`config.mk`:
```
export PLATFORM = sky130hd
export DESIGN_NAME = overwriting_ring_buffer_flat
export DESIGN_NICKNAME = d
export VERILOG_FILES = /design/src/design/orb_pkg.sv /design/src/design/orb_req_if.sv /design/src/design/orb_rsp_if.sv /design/src/design/overwriting_ring_buffer.sv /design/src/flat_wrapper.sv
export SDC_FILE = /design/constraint.sdc
export NUM_CORES = 2
export LEC_CHECK = 0
export BUFFER_PORTS_ARGS = -buffer_cell sky130_fd_sc_hd__buf_2
export CORE_UTILIZATION = 25
export DETAILED_ROUTE_END_ITERATION = 10
export GPL_ROUTABILITY_DRIVEN = 0
export PLACE_DENSITY = 0.49
export SYNTH_ARGS = -nofsm -noshare
export SYNTH_HDL_FRONTEND = slang
export SYNTH_SLANG_ARGS = --single-unit
```
`constraint.sdc`:
```
create_clock -name clk -period 11 [get_ports clk]
set_clock_uncertainty 0.05 [all_clocks]
set_input_delay 1.1 -clock clk [delete_from_list [all_inputs] [get_ports clk]]
set_output_delay 1.1 -clock clk [all_outputs]
set_load 0.1 [all_outputs]
```
`src/design/orb_pkg.sv`:
```
package orb_pkg;

	// fixed field widths
	localparam int unsigned DATA_W  = 32;
	localparam int unsigned OP_W    = 2;
	localparam int unsigned COUNT_W = 5;

	// operation codes
	typedef enum logic [OP_W-1:0] {
		OP_WRITE = 2'd0,
		OP_READ  = 2'd1,
		OP_DUMP  = 2'd2,
		OP_NOP   = 2'd3
	} op_t;

	// control sequencer states
	typedef enum logic [1:0] {
		ST_IDLE,
		ST_EXEC,
		ST_FETCH
	} state_t;

	// one stored entry
	typedef struct packed {
		logic [DATA_W-1:0] handle;
		logic [DATA_W-1:0] width;
		logic [DATA_W-1:0] height;
	} entry_t;

	// one result
	typedef struct packed {
		logic [DATA_W-1:0]  handle;
		logic [DATA_W-1:0]  width;
		logic [DATA_W-1:0]  height;
		logic               valid_res;
		logic               evicted;
		logic [COUNT_W-1:0] count;
		logic               is_empty;
		logic               is_full;
		logic               last;
	} res_t;

endpackage

```
`src/design/orb_req_if.sv`:
```
interface orb_req_if;
	logic                         valid;
	logic                         ready;
	logic [orb_pkg::OP_W-1:0]     op;
	logic [orb_pkg::DATA_W-1:0]   in_handle;
	logic [orb_pkg::DATA_W-1:0]   in_width;
	logic [orb_pkg::DATA_W-1:0]   in_height;

	modport source (output valid, output op, output in_handle, output in_width,
		output in_height, input ready);
	modport sink (input valid, input op, input in_handle, input in_width,
		input in_height, output ready);
endinterface

```
`src/design/orb_rsp_if.sv`:
```
interface orb_rsp_if;
	logic                          valid;
	logic                          ready;
	logic [orb_pkg::DATA_W-1:0]    out_handle;
	logic [orb_pkg::DATA_W-1:0]    out_width;
	logic [orb_pkg::DATA_W-1:0]    out_height;
	logic                          valid_res;
	logic                          evicted;
	logic [orb_pkg::COUNT_W-1:0]   count;
	logic                          is_empty;
	logic                          is_full;
	logic                          last;

	modport source (output valid, output out_handle, output out_width,
		output out_height, output valid_res, output evicted, output count,
		output is_empty, output is_full, output last, input ready);
	modport sink (input valid, input out_handle, input out_width,
		input out_height, input valid_res, input evicted, input count,
		input is_empty, input is_full, input last, output ready);
endinterface

```
`src/design/overwriting_ring_buffer.sv`:
```
// Ring buffer of CAPACITY frame entries that overwrites the oldest entry when full.
// req channel: op plus one entry (handle, width, height); a transfer happens when
// valid and ready are both high. rsp channel: one result per transfer, several
// for a dump; last marks the final result of each request.
// Write stores the entry and reports an evicted handle when the buffer was full.
// Read pops the oldest entry, or returns valid_res low when empty. Dump walks all
// stored handles oldest first without changing state.
// Entries live in one synchronous memory of CAPACITY+1 slots with a registered read.
// Write and read pass from request transfer through the execute step into the
// output register; the next request is taken once the block is back in idle.
// A dump fetches and then executes each further entry in turn, as the memory read is registered.
// The result register frees the request side: a new request is taken while the
// last result still waits. If rsp stalls, the block holds in its execute step.
// Reset clears the head and tail pointers, count and output valid; memory contents
// need no clearing since only written slots ever reach a result.
module overwriting_ring_buffer #(
	parameter int unsigned CAPACITY = 16
) (
	input  logic      clk,
	input  logic      arst_n,
	orb_req_if.sink   req,
	orb_rsp_if.source rsp
);

	localparam int unsigned DEPTH = CAPACITY + 1;
	localparam int unsigned IDX_W = (DEPTH > 1) ? $clog2(DEPTH) : 1;
	localparam int unsigned CNT_W = $clog2(CAPACITY + 1);

	// wrap-around slot increment
	function automatic logic [IDX_W-1:0] next_slot(input logic [IDX_W-1:0] i);
		logic [IDX_W-1:0] r;
		if (i == IDX_W'(DEPTH - 1)) begin
			r = '0;
		end else begin
			r = i + IDX_W'(1);
		end
		return r;
	endfunction

	orb_pkg::entry_t  mem [DEPTH];
	orb_pkg::entry_t  rd_data_q;
	orb_pkg::state_t  state_q, state_d;
	orb_pkg::op_t     op_q;
	logic [IDX_W-1:0] head_q, head_d;
	logic [IDX_W-1:0] tail_q, tail_d;
	logic [IDX_W-1:0] rd_ptr_q, rd_ptr_d;
	logic [IDX_W-1:0] rd_addr;
	logic [CNT_W-1:0] cnt_q, cnt_d;
	logic [CNT_W-1:0] dump_idx_q, dump_idx_d;
	orb_pkg::res_t    res_q, res_d;
	logic             rsp_valid_q;
	logic             load_res;
	logic             req_xfer;
	logic             out_free;

	assign req.ready = (state_q == orb_pkg::ST_IDLE);
	assign req_xfer  = req.valid && req.ready;
	assign out_free  = !rsp_valid_q || rsp.ready;

	// sequencer and pointer update
	always_comb begin
		state_d    = state_q;
		head_d     = head_q;
		tail_d     = tail_q;
		cnt_d      = cnt_q;
		rd_ptr_d   = rd_ptr_q;
		dump_idx_d = dump_idx_q;
		load_res   = 1'b0;
		res_d      = '0;
		rd_addr    = (state_q == orb_pkg::ST_IDLE) ? head_q : rd_ptr_q;
		unique case (state_q)
			orb_pkg::ST_IDLE: begin
				if (req_xfer) begin
					rd_ptr_d   = head_q;
					dump_idx_d = '0;
					state_d    = orb_pkg::ST_EXEC;
				end
			end
			orb_pkg::ST_FETCH: begin
				state_d = orb_pkg::ST_EXEC;
			end
			orb_pkg::ST_EXEC: begin
				if (out_free) begin
					load_res   = 1'b1;
					res_d.last = 1'b1;
					state_d    = orb_pkg::ST_IDLE;
					case (op_q)
						orb_pkg::OP_WRITE: begin
							tail_d = next_slot(tail_q);
							if (cnt_q == CNT_W'(CAPACITY)) begin
								res_d.handle  = rd_data_q.handle;
								res_d.evicted = 1'b1;
								head_d        = next_slot(head_q);
							end else begin
								cnt_d = cnt_q + CNT_W'(1);
							end
						end
						orb_pkg::OP_READ: begin
							if (cnt_q != '0) begin
								res_d.handle    = rd_data_q.handle;
								res_d.width     = rd_data_q.width;
								res_d.height    = rd_data_q.height;
								res_d.valid_res = 1'b1;
								head_d          = next_slot(head_q);
								cnt_d           = cnt_q - CNT_W'(1);
							end
						end
						orb_pkg::OP_DUMP: begin
							if (cnt_q != '0) begin
								res_d.handle    = rd_data_q.handle;
								res_d.valid_res = 1'b1;
								if (dump_idx_q != cnt_q - CNT_W'(1)) begin
									res_d.last = 1'b0;
									rd_ptr_d   = next_slot(rd_ptr_q);
									dump_idx_d = dump_idx_q + CNT_W'(1);
									state_d    = orb_pkg::ST_FETCH;
								end
							end
						end
						default: begin
						end
					endcase
					res_d.count    = orb_pkg::COUNT_W'(cnt_d);
					res_d.is_empty = (cnt_d == '0);
					res_d.is_full  = (cnt_d == CNT_W'(CAPACITY));
				end
			end
			default: begin
				state_d = orb_pkg::ST_IDLE;
			end
		endcase
	end

	// control registers
	always_ff @(posedge clk or negedge arst_n) begin
		if (!arst_n) begin
			state_q     <= orb_pkg::ST_IDLE;
			head_q      <= '0;
			tail_q      <= '0;
			cnt_q       <= '0;
			rsp_valid_q <= 1'b0;
		end else begin
			state_q <= state_d;
			head_q  <= head_d;
			tail_q  <= tail_d;
			cnt_q   <= cnt_d;
			if (load_res) begin
				rsp_valid_q <= 1'b1;
			end else if (rsp.ready) begin
				rsp_valid_q <= 1'b0;
			end
		end
	end

	// request and result payload
	always_ff @(posedge clk) begin
		rd_ptr_q   <= rd_ptr_d;
		dump_idx_q <= dump_idx_d;
		if (req_xfer) begin
			op_q <= orb_pkg::op_t'(req.op);
		end
		if (load_res) begin
			res_q <= res_d;
		end
	end

	// entry memory: write on a write request transfer, registered read
	always_ff @(posedge clk) begin
		if (req_xfer && (orb_pkg::op_t'(req.op) == orb_pkg::OP_WRITE)) begin
			mem[tail_q] <= '{handle: req.in_handle, width: req.in_width,
				height: req.in_height};
		end
		rd_data_q <= mem[rd_addr];
	end

	assign rsp.valid      = rsp_valid_q;
	assign rsp.out_handle = res_q.handle;
	assign rsp.out_width  = res_q.width;
	assign rsp.out_height = res_q.height;
	assign rsp.valid_res  = res_q.valid_res;
	assign rsp.evicted    = res_q.evicted;
	assign rsp.count      = res_q.count;
	assign rsp.is_empty   = res_q.is_empty;
	assign rsp.is_full    = res_q.is_full;
	assign rsp.last       = res_q.last;

endmodule

```
`src/flat_wrapper.sv`:
```
// flat-port wrapper written by rule: the top's interface ports become plain ports
module overwriting_ring_buffer_flat 
#(
	parameter int unsigned CAPACITY = 16
)
  (clk, arst_n, req_valid, req_op, req_in_handle, req_in_width, req_in_height, req_ready, rsp_valid, rsp_out_handle, rsp_out_width, rsp_out_height, rsp_valid_res, rsp_evicted, rsp_count, rsp_is_empty, rsp_is_full, rsp_last, rsp_ready);
  orb_req_if req_i ();
  orb_rsp_if rsp_i ();
  input  logic clk;
  input  logic arst_n;
  input wire logic [$bits(req_i.valid)-1:0] req_valid;
  input wire logic [$bits(req_i.op)-1:0] req_op;
  input wire logic [$bits(req_i.in_handle)-1:0] req_in_handle;
  input wire logic [$bits(req_i.in_width)-1:0] req_in_width;
  input wire logic [$bits(req_i.in_height)-1:0] req_in_height;
  output wire logic [$bits(req_i.ready)-1:0] req_ready;
  output wire logic [$bits(rsp_i.valid)-1:0] rsp_valid;
  output wire logic [$bits(rsp_i.out_handle)-1:0] rsp_out_handle;
  output wire logic [$bits(rsp_i.out_width)-1:0] rsp_out_width;
  output wire logic [$bits(rsp_i.out_height)-1:0] rsp_out_height;
  output wire logic [$bits(rsp_i.valid_res)-1:0] rsp_valid_res;
  output wire logic [$bits(rsp_i.evicted)-1:0] rsp_evicted;
  output wire logic [$bits(rsp_i.count)-1:0] rsp_count;
  output wire logic [$bits(rsp_i.is_empty)-1:0] rsp_is_empty;
  output wire logic [$bits(rsp_i.is_full)-1:0] rsp_is_full;
  output wire logic [$bits(rsp_i.last)-1:0] rsp_last;
  input wire logic [$bits(rsp_i.ready)-1:0] rsp_ready;
  assign req_i.valid = req_valid;
  assign req_i.op = req_op;
  assign req_i.in_handle = req_in_handle;
  assign req_i.in_width = req_in_width;
  assign req_i.in_height = req_in_height;
  assign req_ready = req_i.ready;
  assign rsp_valid = rsp_i.valid;
  assign rsp_out_handle = rsp_i.out_handle;
  assign rsp_out_width = rsp_i.out_width;
  assign rsp_out_height = rsp_i.out_height;
  assign rsp_valid_res = rsp_i.valid_res;
  assign rsp_evicted = rsp_i.evicted;
  assign rsp_count = rsp_i.count;
  assign rsp_is_empty = rsp_i.is_empty;
  assign rsp_is_full = rsp_i.is_full;
  assign rsp_last = rsp_i.last;
  assign rsp_i.ready = rsp_ready;
  overwriting_ring_buffer #(.CAPACITY(CAPACITY)) u_core (.clk(clk), .arst_n(arst_n), .req(req_i), .rsp(rsp_i));
endmodule
```
==> results_dict.tcl <==
set metrics [dict create \
    dpl.hpwl_um 114000 \
    synthArstFlopShare 0.00966 \
    cts_tree "built" \
    drv_cap 0 \
    finalSetupTns_ps 0 \
    gr-usage-met2 0.240 \
    slowest_stage "dfrtp_4" \
    crit_buf_inv 2 \
    power.switching_uw 9570 \
    die_w_um 549 \
    power.internal_uw 15100 \
    core.rowCount 200 \
    status "finished clean" \
    grtUsageMet3 0.0266 \
    clk_path_buf_depth 4 \
    max_freq_mhz 193 \
    cts_hold_buffers 0 \
    path_cells "or3b_4 > nand2_8 > buf_4 > buf_4 > a211oi_1 > o41ai_1 > a21o_1" \
    start_util 0.252 \
    fin_nets 5009 \
    period_minus_slack_ps 5180 \
    cts_resized 0 \
    synth_ff_type "edfxtp_1" \
    seq_area_um2 54900 \
    grt_pass1_vias 43000 \
    clock-sinks 1864 \
    first_iter_violations 3774 \
    ir_worst_vdd_mv 0.405 \
    ant_nets 0 \
    area_delta_synth_final_pct 16.3 \
    path_clk_slew_ps 60 \
    seq_power_share 0.351 \
    period_share 0.471 \
    required_ps 11730 \
    syn_nets 4856 \
    yosysUniqueCellTypes 62 \
    fin_area_um2 87000 \
    arrival_ps 5910 \
    grt_max_degree 133 \
    drive_above_1_share 0.123 \
    rsz0062_at_grt "false" \
    wl_um 226000 \
    num_vias 43200 \
    p_total_uw 24700 \
    final_max_slew_viol_count 0 \
    cp-start-kind "register" \
    chipHeight_um 549 \
    cts_max_level 4 \
    worst_pin_slew_ps 1260 \
    r2r_end "u_core.rd_data_q[64]$_DFF_P_" \
    p_per_area_nw_per_um2 283 \
    ys_ff_latch 1864 \
    die_area_um2 302000 \
    use_met1 0.197 \
    antenna_found_initial 56 \
    syn_area_per_cell_um2 15.8 \
    pin_count 210 \
    regToRegStartpoint "u_core.head_q[1]$_DFFE_PN0P_" \
    grt_first_pass_wirelength_um 320000 \
    r2r_cells 7 \
    synth_warnings 0 \
    setup_viol 0 \
    relSlewSlack 0.158 \
    cts_buffers 210 \
    clk_latency_ps 890 \
    critical_path_class "reg -> reg" \
    overflow 0 \
    drc_errors 0 \
    power.clock.fraction 0.275 \
    worstSetupEndpointType "register" \
    dpl_cell_area_um2 80400 \
    seq_area_frac_synth 0.734 \
    first_pass_iters 8 \
    n_fill_cell 29700 \
    numPortBuffers 209 \
    ff2ff_setup_slack_ps 5820 \
    hold_path.class "in -> async" \
    slowest_delay_ps 950 \
    p_leak_uw 0.0301 \
    via_per_inst 4.80 \
    final_hold_viol_count 0 \
    cts_root_buffer "clkbuf_16" \
    syn_inst 4739 \
    wire_per_inst_um 25.1 \
    multi_input_area_um2 18600 \
    grt_usage 0.146 \
    crit_fanout 84 \
    crit_family "simple AND/OR/NAND/NOR gates" \
    coreArea_um2 297000 \
    cts_setup_buffers 0 \
    pwr-share-comb 0.374 \
    syn-cell-area_um2 74800 \
    cpMostUsedCell "buf_4" \
    synth_edf_count 1750 \
    switching_share 0.388 \
    busiest_layer "met2" \
]
==> state kept, by name, summed over array words and instances, names as in the netlist, 2 cells and up <==
| name | count |
|---|---|
| u_core.rd_ptr_q | 5 |
| u_core.op_q | 2 |
| u_core.rd_data_q | 96 |
| u_core.mem | 1632 |
| u_core.rsp.out_handle | 32 |
| u_core.dump_idx_q | 5 |
| u_core.rsp.out_width | 32 |
| u_core.rsp.count | 5 |
| u_core.cnt_q | 5 |
| u_core.tail_q | 5 |
| u_core.rsp.out_height | 32 |
| u_core.head_q | 5 |
| u_core.state_q | 2 |
==> through the flow <==
| stage | util | cells | hold WS (ps) | setup slack [ps] |
|---|---|---|---|---|
| floorplan | - | 4739 | 432 | 1100 |
| global placement | 0.270 | 8619 | 446 | 5870 |
| detailed placement | 0.270 | 8619 | 443 | 5830 |
| CTS | 0.293 | 8998 | 107 | 5780 |
| global route | 0.293 | 9000 | 147 | 5530 |
| finish | 0.293 | 9009 | 155 | 5820 |
==> worst max path at each step <==
stage | from | endpoint | depth (start not counted)
after CTS | u_core.state_q[0]$_DFFE_PN0P_ | u_core.mem[6][24]$_DFFE_PP_ | 8
after global placement | u_core.state_q[0]$_DFFE_PN0P_ | u_core.mem[6][14]$_DFFE_PP_ | 8
after detailed placement | u_core.state_q[0]$_DFFE_PN0P_ | u_core.mem[6][14]$_DFFE_PP_ | 8
after global routing | u_core.state_q[0]$_DFFE_PN0P_ | u_core.mem[6][23]$_DFFE_PP_ | 8
after floorplan | u_core.state_q[1]$_DFFE_PN0P_ | u_core.mem[16][0]$_DFFE_PP_ | 10
final | u_core.head_q[1]$_DFFE_PN0P_ | u_core.rd_data_q[64]$_DFF_P_ | 7
==> layout make-up <==
cell class,instances,area share
Tap cell,3939,0.0566
Antenna cell,11,0.000316
Clock inverter,111,0.0113
Inverter,20,0.00106
Sequential cell,1864,0.631
Timing Repair Buffer,280,0.0212
Multi-Input combinational cell,2516,0.214
Clock buffer,268,0.0644
==> power by group through the flow <==
stage	sequential [µW]	combinational (µW)	clock [µW]
after detailed placement	8810	9310	0
after global placement	8820	9280	0
final	8650	9220	6780
after CTS	8670	9340	6960
after global routing	8700	9790	7210
after floorplan	9490	5420	0
==> cell families (layout without fill, tap and decap cells) <==
| logic type | Yosys count | in the layout | synth area share |
|---|---|---|---|
| xor gates and xnor gates | 14 | 14 | 0.00164 |
| other | 0 | 11 | 0 |
| AOI/OAI and AO/OA | 729 | 729 | 0.0742 |
| muxes | 771 | 771 | 0.103 |
| buffers and inverters | 359 | 679 | 0.0211 |
| adders and majority gates | 15 | 15 | 0.00251 |
| and+or+nand+nor | 987 | 987 | 0.0634 |
| DFF | 1864 | 1864 | 0.734 |
==> synthesized netlist by cell type, types with 4 or more instances <==
master    number  area, µm²
dfxtp_1       96       1920
buf_1         24       90.1
xor2_1         7       61.3
dfrtp_1       18        450
nand2b_1       8       50.1
xnor2_1        7       61.3
inv_1         19       71.3
a21oi_1        6       30.0
buf_6          9        101
a222oi_1      97        971
o32ai_1       96        841
nand4_1        4       25.0
nor3b_1        4       30.0
nor2_1       224        841
a21o_1       101        758
mux2i_1      769       7700
nand2_1      315       1180
nand3_1      104        521
edfxtp_1    1750      52600
and2_1       101        632
o41ai_1       97        850
o21ai_0      110        551
nor3_1         6       30.0
buf_4         23        173
buf_2         62        310
and3_1       194       1210
a211oi_1      97        728
nor4_1         4       25.0
ha_1          15        188
a31oi_1      100        626
clkbuf_1     221        830
==> worst register-to-register path, cell delays in order (launching register included) <==
cell	delay, ps
dfrtp_4	950
or3b_4	800
nand2_8	890
buf_4	710
buf_4	840
a211oi_1	260
o41ai_1	500
a21o_1	140
==> routing by layer <==
layer	share of wire	wire [µm]	up-vias
met1	0.44	101000	22600
met3	0.060	13500	329
li1	-	-	19000
met5	0.00085	191	-
met2	0.47	107000	1276
met4	0.020	4570	30
==> cell usage in the layout, fill, tap and decap left out, types with 104 or more instances in the layout <==
cell and instances:
clkbuf_16 211, buf_2 209, mux2i_1 768, o21ai_0 110, edfxtp_1 1750, nor2_1 207
nand2_1 315, and3_1 194, nand3_1 104
Power figures use the tool's default switching activity.
